===== src/hdl/rsxy_pkg.sv =====
`timescale 1ns / 1ps

package rsxy_pkg;

  typedef struct packed {
    logic [15:0] x_origin;
    logic [15:0] y_origin;
    logic [15:0] rect_length;
    logic [15:0] rect_height;
    logic        last_entry;
  } in_t;

  typedef struct packed {
    logic [15:0] out_x;
    logic [15:0] out_y;
    logic [15:0] out_length;
    logic [15:0] out_height;
    logic        out_last;
    logic        overflowed;
  } out_t;

  // one stored record, as held in the record memory
  typedef struct packed {
    logic [15:0] x;
    logic [15:0] y;
    logic [15:0] len;
    logic [15:0] hgt;
  } rec_t;

  typedef enum logic [6:0] {
    S_LOAD  = 7'b0000001,
    S_RDI   = 7'b0000010,
    S_LDI   = 7'b0000100,
    S_CMP   = 7'b0001000,
    S_WBI   = 7'b0010000,
    S_ELD   = 7'b0100000,
    S_EWAIT = 7'b1000000
  } state_t;

endpackage


===== src/hdl/rsxy_ram.sv =====
`timescale 1ns / 1ps

module rsxy_ram #(
  parameter int WIDTH = 64,
  parameter int DEPTH = 16
) (
  input  logic                     clk,
  input  logic                     we,
  input  logic [$clog2(DEPTH)-1:0] waddr,
  input  logic [WIDTH-1:0]         wdata,
  input  logic [$clog2(DEPTH)-1:0] raddr,
  output logic [WIDTH-1:0]         rdata
);

  logic [WIDTH-1:0] mem [DEPTH];

  always_ff @(posedge clk) begin
    if (we) begin
      mem[waddr] <= wdata;
    end
    rdata <= mem[raddr];
  end

endmodule


===== src/hdl/record_sort_by_xy_key_core.sv =====
`timescale 1ns / 1ps

// record sorter: collects rectangle records, sorts them by (x, y) and streams them out
// in channel (in_valid/in_ready/in_data): one record per transaction; last_entry closes
//   the set. records arriving while the store holds MAX_ENTRIES are dropped and the
//   overflowed flag is raised on every result of that set.
// out channel (out_valid/out_ready/out_data): one transaction per stored record, in
//   ascending order of x then y, out_last on the final one.
// in_ready is high only while collecting; one record is taken per cycle then.
// after the closing record, the exchange sort of n records runs on a single 32-bit key
//   comparator over the record memory (one read, one write port).
// emission passes each record through a load state and a wait state; a stalled receiver
//   simply holds the output register and the sequencer waits.
// the block takes no new record until the last result of the set has gone.
// reset (rst_n low, synchronous) empties the store and clears the overflow flag; the
//   memory contents need no clearing since only entries of the current set are read.

module record_sort_by_xy_key_core #(
  parameter int MAX_ENTRIES = 16
) (
  input  logic          clk,
  input  logic          rst_n,
  input  logic          in_valid,
  output logic          in_ready,
  input  rsxy_pkg::in_t in_data,
  output logic          out_valid,
  input  logic          out_ready,
  output rsxy_pkg::out_t out_data
);

  import rsxy_pkg::*;

  localparam int IDX_W = $clog2(MAX_ENTRIES);
  localparam int CNT_W = $clog2(MAX_ENTRIES + 1);
  localparam int REC_W = $bits(rec_t);

  state_t           state_r, state_nxt;
  logic [CNT_W-1:0] count_r, count_nxt;
  logic             ovf_r, ovf_nxt;
  logic [IDX_W-1:0] i_r, i_nxt;
  logic [IDX_W-1:0] k_r, k_nxt;
  logic [IDX_W-1:0] j_r, j_nxt;
  rec_t             cur_r, cur_nxt;
  out_t             out_r, out_nxt;
  logic             out_valid_r, out_valid_nxt;

  logic             ram_we;
  logic [IDX_W-1:0] ram_waddr;
  rec_t             ram_wdata;
  logic [IDX_W-1:0] ram_raddr;
  logic [REC_W-1:0] ram_rdata_raw;
  rec_t             ram_rdata;

  logic [CNT_W-1:0] cnt_m1;
  logic [IDX_W-1:0] last_idx;
  logic             full;
  logic             swap;
  rec_t             in_rec;

  assign ram_rdata = rec_t'(ram_rdata_raw);
  assign cnt_m1    = count_r - CNT_W'(1);
  assign last_idx  = cnt_m1[IDX_W-1:0];
  assign full      = (count_r == CNT_W'(MAX_ENTRIES));
  // entry i lives in cur_r during its pass, so k == i never swaps
  assign swap      = (k_r != i_r) && ({ram_rdata.x, ram_rdata.y} > {cur_r.x, cur_r.y});
  assign in_rec    = '{x: in_data.x_origin, y: in_data.y_origin,
                       len: in_data.rect_length, hgt: in_data.rect_height};

  assign in_ready  = (state_r == S_LOAD);
  assign out_valid = out_valid_r;
  assign out_data  = out_r;

  always_comb begin
    state_nxt     = state_r;
    count_nxt     = count_r;
    ovf_nxt       = ovf_r;
    i_nxt         = i_r;
    k_nxt         = k_r;
    j_nxt         = j_r;
    cur_nxt       = cur_r;
    out_nxt       = out_r;
    out_valid_nxt = out_valid_r;
    ram_we        = 1'b0;
    ram_waddr     = count_r[IDX_W-1:0];
    ram_wdata     = in_rec;
    ram_raddr     = i_r;
    unique case (state_r)
      S_LOAD: begin
        if (in_valid) begin
          if (!full) begin
            ram_we    = 1'b1;
            count_nxt = count_r + CNT_W'(1);
          end else begin
            ovf_nxt = 1'b1;
          end
          if (in_data.last_entry) begin
            i_nxt     = '0;
            state_nxt = S_RDI;
          end
        end
      end
      S_RDI: begin
        ram_raddr = i_r;
        state_nxt = S_LDI;
      end
      S_LDI: begin
        cur_nxt   = ram_rdata;
        ram_raddr = '0;
        k_nxt     = '0;
        state_nxt = S_CMP;
      end
      S_CMP: begin
        ram_raddr = k_r + IDX_W'(1);
        if (swap) begin
          ram_we    = 1'b1;
          ram_waddr = k_r;
          ram_wdata = cur_r;
          cur_nxt   = ram_rdata;
        end
        if (k_r == last_idx) begin
          state_nxt = S_WBI;
        end else begin
          k_nxt = k_r + IDX_W'(1);
        end
      end
      S_WBI: begin
        // write back entry i while fetching the next one
        ram_we    = 1'b1;
        ram_waddr = i_r;
        ram_wdata = cur_r;
        if (i_r == last_idx) begin
          ram_raddr = '0;
          j_nxt     = '0;
          state_nxt = S_ELD;
        end else begin
          ram_raddr = i_r + IDX_W'(1);
          i_nxt     = i_r + IDX_W'(1);
          state_nxt = S_LDI;
        end
      end
      S_ELD: begin
        ram_raddr     = j_r;
        out_nxt       = '{out_x: ram_rdata.x, out_y: ram_rdata.y,
                          out_length: ram_rdata.len, out_height: ram_rdata.hgt,
                          out_last: (j_r == last_idx), overflowed: ovf_r};
        out_valid_nxt = 1'b1;
        state_nxt     = S_EWAIT;
      end
      S_EWAIT: begin
        ram_raddr = j_r + IDX_W'(1);
        if (out_ready) begin
          out_valid_nxt = 1'b0;
          if (out_r.out_last) begin
            count_nxt = '0;
            ovf_nxt   = 1'b0;
            state_nxt = S_LOAD;
          end else begin
            j_nxt     = j_r + IDX_W'(1);
            state_nxt = S_ELD;
          end
        end
      end
      default: begin
        state_nxt = S_LOAD;
      end
    endcase
  end

  always_ff @(posedge clk) begin
    if (!rst_n) begin
      state_r     <= S_LOAD;
      count_r     <= '0;
      ovf_r       <= 1'b0;
      i_r         <= '0;
      k_r         <= '0;
      j_r         <= '0;
      out_valid_r <= 1'b0;
    end else begin
      state_r     <= state_nxt;
      count_r     <= count_nxt;
      ovf_r       <= ovf_nxt;
      i_r         <= i_nxt;
      k_r         <= k_nxt;
      j_r         <= j_nxt;
      out_valid_r <= out_valid_nxt;
    end
  end

  always_ff @(posedge clk) begin
    cur_r <= cur_nxt;
    out_r <= out_nxt;
  end

  rsxy_ram #(
    .WIDTH(REC_W),
    .DEPTH(MAX_ENTRIES)
  ) u_store (
    .clk  (clk),
    .we   (ram_we),
    .waddr(ram_waddr),
    .wdata(ram_wdata),
    .raddr(ram_raddr),
    .rdata(ram_rdata_raw)
  );

`ifndef ASSERT_OFF
  a_count_range: assert property (@(posedge clk) disable iff (!rst_n)
    count_r <= CNT_W'(MAX_ENTRIES))
    else $error("record count beyond capacity");

  a_valid_state: assert property (@(posedge clk) disable iff (!rst_n)
    out_valid_r |-> (state_r == S_EWAIT))
    else $error("result shown outside the emission wait state");

  a_set_cleared: assert property (@(posedge clk) disable iff (!rst_n)
    (out_valid && out_ready && out_data.out_last) |=> (count_r == '0 && !ovf_r && in_ready))
    else $error("set not cleared after final result");

  a_scan_bound: assert property (@(posedge clk) disable iff (!rst_n)
    (state_r == S_CMP) |-> (k_r <= last_idx && i_r <= last_idx))
    else $error("sort index past stored records");
`endif

endmodule

===== config.mk =====
export PLATFORM = sky130hd
export DESIGN_NAME = record_sort_by_xy_key_core
export DESIGN_NICKNAME = d
export VERILOG_FILES = /design/src/hdl/rsxy_pkg.sv /design/src/hdl/rsxy_ram.sv /design/src/hdl/record_sort_by_xy_key_core.sv
export SDC_FILE = /design/constraint.sdc
export NUM_CORES = 2
export LEC_CHECK = 0
export BUFFER_PORTS_ARGS = -buffer_cell sky130_fd_sc_hd__buf_2
export CORE_MARGIN = 2
export CORE_UTILIZATION = 56
export DETAILED_ROUTE_END_ITERATION = 6
export PLACE_DENSITY = 0.86
export SETUP_SLACK_MARGIN = 0.5
export SLEW_MARGIN = 10
export SYNTH_ARGS = -nofsm -noshare
export SYNTH_HDL_FRONTEND = slang
export SYNTH_SLANG_ARGS = --single-unit

===== constraint.sdc =====
create_clock -name clk -period 9.2 [get_ports clk]
set_clock_uncertainty 0.2 [all_clocks]
set_input_delay 0.92 -clock clk [delete_from_list [all_inputs] [get_ports clk]]
set_output_delay 0.92 -clock clk [all_outputs]
set_load 0.1 [all_outputs]

======== After elaboration in Yosys (flattened, before gate mapping) ========
Memories as Yosys holds them, arrays and structs flattened. A register that Yosys moved wholly into a read port is not among the register bits.
Index checks and enable logic that the tools add are counted.
storage, ports and cells
  logic and storage cells ................. 105
  output and inout bits ................... 68
  RAM bits ................................ 1024
  bits of input ports ..................... 69
  memories kept ........................... 1
  bits in registers ....................... 156
memories
  name         words  bits a word  rd ports  clocked after Yosys merged registers in  wr ports  line            source
  u_store.mem  16     64           1         1                                        1         rsxy_ram.sv:15  logic [WIDTH-1:0] mem [DEPTH];
cells by class
  add/subtract/negate cells ............... 5
  reduce and logical (&&, ||, !) cells .... 14
  order comparisons ....................... 1
  muxes and demuxes ....................... 43
  equal/unequal tests ..................... 24
operators with widths
  kind                                                 number
  one-hot mux 64 bit (2 select lines)                  2
  two-way mux 64 bit                                   2
  one-hot mux 7 bit (7 select lines)                   1
  two-way mux 4 bit                                    9
  > comparator 32 bit                                  1
  one-hot mux 4 bit (2 select lines)                   4
  two-way mux 7 bit                                    4
  two-way mux 5 bit                                    4
  != test 2 bit, second input constant                 10
  one-hot mux 4 bit (5 select lines)                   1
  adder 4 x 1 -> 4 bit, second input constant          3
  equality test 4 bit                                  3
  two-way mux 6 bit                                    2
  AND reduction 4 bit                                  3
  two-way mux 1 bit                                    10
  one-hot mux 5 bit (2 select lines)                   1
  AND reduction 5 bit                                  2
  nonzero test 2 bit                                   5
  equality test 7 x 1 -> 1 bit, second input constant  1
  equality test 7 x 2 -> 1 bit, second input constant  1
  equality test 7 x 3 -> 1 bit, second input constant  1
  equality test 7 x 4 -> 1 bit, second input constant  1
  equality test 7 x 5 -> 1 bit, second input constant  1
  equality test 7 x 6 -> 1 bit, second input constant  1
  other kinds (10)                                     14

======== Longest topological paths before layout ========
  word-level depth ........................ 6
  depth in mapped cells ................... 14

======== By module ========
Synthesis repeated with hierarchy kept, for this count alone.
second synthesis, totals
  cells, all modules ...................... 2182
  area total of the unflattened synthesis .. 46870.0 um^2
modules (own cells, without submodules)
  module                      area each (um^2)  instances  cells each  seq. area each (um^2)
  rsxy_ram                    39581.7           1          1647        32030.7
  record_sort_by_xy_key_core  7288.2            1          535         4424.2

======== Worst setup path before layout ========
Ideal clock, no wire load.
  kind .................................... register to register
  start ................................... reg cur_r[59] (netlist name)
  end ..................................... mem u_store.mem[1][0] (enable)
  setup slack ............................. -258 ps
  cell stages (with the launch flop) ...... 11
  required time ........................... 8356 ps
  setup time .............................. 644 ps
  buffers on the path ..................... 0
  arrival time ............................ 8614 ps
  path through ............................ edfxtp_1 inv_1 ha_1 a21oi_1 o21ai_0 a2111oi_0 o21ai_0 a221oi_1 a21oi_1 a221o_1 nor4_1
between the ends
  cells in the longest elaborated chain, start to end .. 6
RTL lines
  what                                     line                               source
  start, declared                          record_sort_by_xy_key_core.sv:43   rec_t cur_r, cur_nxt;
  start signal, assigned                   record_sort_by_xy_key_core.sv:190  cur_r <= cur_nxt;
  > comparator 32 bit *                    record_sort_by_xy_key_core.sv:65   assign swap = (k_r != i_r) && ({ram_rdata.x, ram_rdata.y} > {cur_r.x, cur_r.y});
  logical AND 1 bit *                      record_sort_by_xy_key_core.sv:65
  two-way mux 1 bit                        record_sort_by_xy_key_core.sv:114  if (swap) begin
  one-hot mux 1 bit (3 select lines)       record_sort_by_xy_key_core.sv:87   unique case (state_r)
  two-way mux 1 bit                        rsxy_ram.sv:18                     if (we) begin
  two-way mux 1 bit (not written as such)  rsxy_ram.sv:19                     mem[waddr] <= wdata;
  end, declared                            rsxy_ram.sv:15
Mark *: on every way between the ends. The rest lies on a longest branch, timed or not.

======== Final worst setup path ========
  start ................................... reg cur_r[49] (netlist name)
  end ..................................... mem u_store.mem[12][61] (enable)
Same word-level chain as after synthesis.

==> out/qor.log <==
INFO  status         status=complete, but fails checks
INFO  status         failed_checks=DRC
INFO  synthesis      syn-instance-count=3,462
INFO  synthesis      syn-mean-instance-area=14.0squm
INFO  synthesis      synth_nets=3,569
INFO  synthesis      syn_area=0.0484sqmm
INFO  min_path       worstHoldPathCells=0
INFO  floorplanning  fp.dieH=298microns
INFO  synthesis      synth-main-ff-cell=sky130_fd_sc_hd__edfxtp_1
INFO  clocking       htree_levels=3
INFO  clocking       clock_root_buffer=sky130_fd_sc_hd__clkbuf_16
INFO  timing         final-max-slew-violation-count=0
INFO  power          pwr_per_cell_area=210mW/mm^2
INFO  detailed_routing num_vias=30,000
INFO  finish         area_grow_syn2layout=11.3%
INFO  detailed_routing wl_per_cell=23.3microns
INFO  flow_run       maxCapViolations=0
INFO  finish         antennaDiodeCount=0
INFO  timing         worst_slew_pin_slew=1.22ns
INFO  placed_design  final_gp_congestion=0.822
INFO  finish         drive_gt1_share=12.3%
INFO  global_route   global_route.usage.total=24.5%
INFO  worst_setup_path critPathCaptureType=flop
INFO  worst_setup_path setup.worst_path.class=reg2reg
INFO  clocking       postCtsSetupRepairBufs=0
INFO  power          ir_worst_vdd=162uV
INFO  clocking       cts_tree=done
INFO  worst_setup_path startpoint_type=flop
INFO  detailed_routing drc=1
INFO  power          power.combinational.fraction=2.8%
INFO  power          netSwitchingPower=2310uW
INFO  synthesis      asyncSetResetFlopFracSynth=0%
INFO  clocking       cts_resized=0
INFO  worst_setup_path worst-endpoint-required=9.33ns
INFO  detailed_routing detailedRoute.firstPassIterationCount=7
INFO  clocking       worstSkewPairLatency=0.71ns
INFO  timing         fmax=185MHz
INFO  clocking       cts_buffer_depth=3
INFO  timing         setup_viol=0
INFO  synthesis      netlist.top_cell.by_area=sky130_fd_sc_hd__edfxtp_1
INFO  clocking       clock-sinks=1,244
INFO  power          seqPwrFrac=56.0%
INFO  synthesis      postSynthRegisterBits=1,244
INFO  floorplanning  initial_utilization=56.6%
INFO  power          switching_share=20.5%
INFO  min_path       timing.hold.worst.class=reg2reg
INFO  finish         final_cell_mix=sky130_fd_sc_hd__edfxtp_1, sky130_fd_sc_hd__nand2_1, sky130_fd_sc_hd__a21oi_1
INFO  finish         leading_cell_type_in_the_layout_fill_and_taps_excluded=sky130_fd_sc_hd__edfxtp_1
INFO  placed_design  dpl.hpwl=59,300microns
INFO  timing         finalWorstPathRequiredPeriod=5.42ns
INFO  synthesis      total_number_of_yosys_warnings=0
INFO  clocking       clkTransAtPathRegs=0.06ns
INFO  floorplanning  placeableCoreArea=0.0854sqmm
INFO  timing         finalCritPeriodShare=58.9%
INFO  global_route   grt_start_max_net_pins=252
INFO  timing         maxSlewHeadroom=17.8%
INFO  global_route   antenna_found_initial=2
INFO  global_route   vias_in_the_first_global_route=30,200
INFO  synthesis      synth.top_cells.by_area=sky130_fd_sc_hd__edfxtp_1, sky130_fd_sc_hd__nand2_1, sky130_fd_sc_hd__a21oi_1, sky130_fd_sc_hd__dfxtp_1, sky130_fd_sc_hd__a22o_1
INFO  power          p_total=11,300uW
INFO  power          cellInternalPower=8970uW
INFO  worst_setup_path r2r_cells=12
INFO  synthesis      ys_seq_area_share=75.4%
INFO  detailed_routing detail_route.iter0.violations=4,018
INFO  floorplanning  fp.dieArea=0.0887sqmm
INFO  floorplanning  floorplan.rows=107
INFO  timing         setup_ws=3.78ns
INFO  finish         fin_nets=3,653
INFO  synthesis      synth_top_cell_area_share=71.7%
INFO  floorplanning  floorplan.io_pins=137
INFO  global_route   globalRouteOverflowTotal=0
INFO  synthesis      synth_enable_flop_cells=1,154
INFO  global_route   first_pass_grt_wire_length=170,000microns
INFO  timing         rsz0062_at_grt=false
INFO  floorplanning  fp.dieW=298microns
INFO  clocking       numCtsBuffers=115
INFO  timing         fin_worst_hold_slack=0.233ns
INFO  detailed_routing vias_per_cell=6.27
INFO  placed_design  number_of_i_o_port_buffers=136
INFO  synthesis      yosysUniqueCellTypes=63
INFO  worst_setup_path critical_path_arrival=5.54ns
INFO  power          clock_power_share=41.2%
INFO  placed_design  dp_worst_setup_slack=3.78ns
INFO  worst_setup_path critical_path_peak_fanout=36
INFO  timing         hold_viol=0
INFO  detailed_routing routed_wirelength=112,000microns
INFO  detailed_routing drtAntennaViolNets=0
INFO  clocking       hold_buffers=0
INFO  power          p_leak=0.0179uW
## worst paths after layout
path,start,endpoint,slack (ns)
setup / recovery,cur_r[49],u_store.mem[12][61],3.78
hold / removal,u_store.rdata[4],cur_r[4],0.23
setup reg to reg,cur_r[49],u_store.mem[12][61],3.78
hold reg to reg,u_store.rdata[4],cur_r[4],0.23
## stage by stage
stage / std cells / util, % / cell area (sq um) / setup TNS [ns]
after global routing: 4790 / 63.0 / 53800 / 0
after global placement: 4573 / 58.7 / 50100 / 0
after floorplan: 3462 / - / 48400 / -215.26
after CTS: 4790 / 63.0 / 53800 / 0
final: 4790 / 63.0 / 53800 / 0
after detailed placement: 4573 / 58.7 / 50100 / 0
## area by class of cell
class                      count  area [sq um]
multi-input combinational   1962         11000
sequential                  1244         36500
tap                         1144          1430
inverter                      42           158
clock buffer                 153          3120
fill                        5770         31600
clock inverter                64           576
timing repair buffer         181          1080
## critical path, cell delays in order (launching register included)
cell and delay (ns):
sky130_fd_sc_hd__edfxtp_1 0.40, sky130_fd_sc_hd__inv_1 0.07, sky130_fd_sc_hd__ha_1 0.23, sky130_fd_sc_hd__a21oi_1 0.13, sky130_fd_sc_hd__nor2_1 0.05, sky130_fd_sc_hd__a211oi_1 0.61
sky130_fd_sc_hd__o21ai_0 0.18, sky130_fd_sc_hd__a221oi_1 0.78, sky130_fd_sc_hd__a21oi_1 0.32, sky130_fd_sc_hd__a221o_1 0.61, sky130_fd_sc_hd__nor4_4 0.33, sky130_fd_sc_hd__buf_4 0.44
sky130_fd_sc_hd__buf_4 0.55
## state kept, by name, summed over array words and instances, names as in the netlist
signal,count
u_store.mem,1024
u_store.rdata,64
i_r,4
k_r,4
j_r,4
ovf_r,1
out_data,66
state_r,7
out_valid,1
cur_r,64
count_r,5
## synth_stat cells, drive strengths merged (3+ instances only)
cell and count:
a22o 130, a221o 3, nor2b 4, o211ai 6, a221oi 4, nor3 8, a21oi 537, ha 38
and2 3, nand4 10, a21o 5, o21ai 15, xnor2 14, edfxtp 1154, nor2 41, nor4 20
nand3 21, xor2 12, clkbuf 123, a211oi 5, buf 91, o22ai 66, nand2 792, mux2 64
dfxtp 90, a311o 64, inv 41, and3 72
## routing by layer
metal | track usage, % | routed length (microns)
met4 | 9.76 | 3380
met1 | 32.2 | 42600
met5 | 0 | 28
met3 | 4.47 | 9810
met2 | 40.9 | 55700
## power groups by stage
stage	logic, uW	registers (uW)	clock network, uW
2_1_floorplan	189	6430	0
3_3_place_gp	299	6430	0
3_5_place_dp	309	6440	0
4_1_cts	317	6320	4680
5_1_grt	342	6320	4890
6_report	319	6320	4640
## cell families after synthesis
group | Yosys count | synth area share [%]
AND/OR/NAND/NOR | 980 | 8.43
buffers and inverters | 256 | 2.21
adder cells (fa/ha/maj) | 38 | 0.983
XOR/XNOR | 27 | 0.517
AO/OA/AOI/OAI | 852 | 11.0
multiplexers | 65 | 1.51
flip-flops | 1244 | 75.4
No activity file was read; power rests on OpenSTA's default activity.
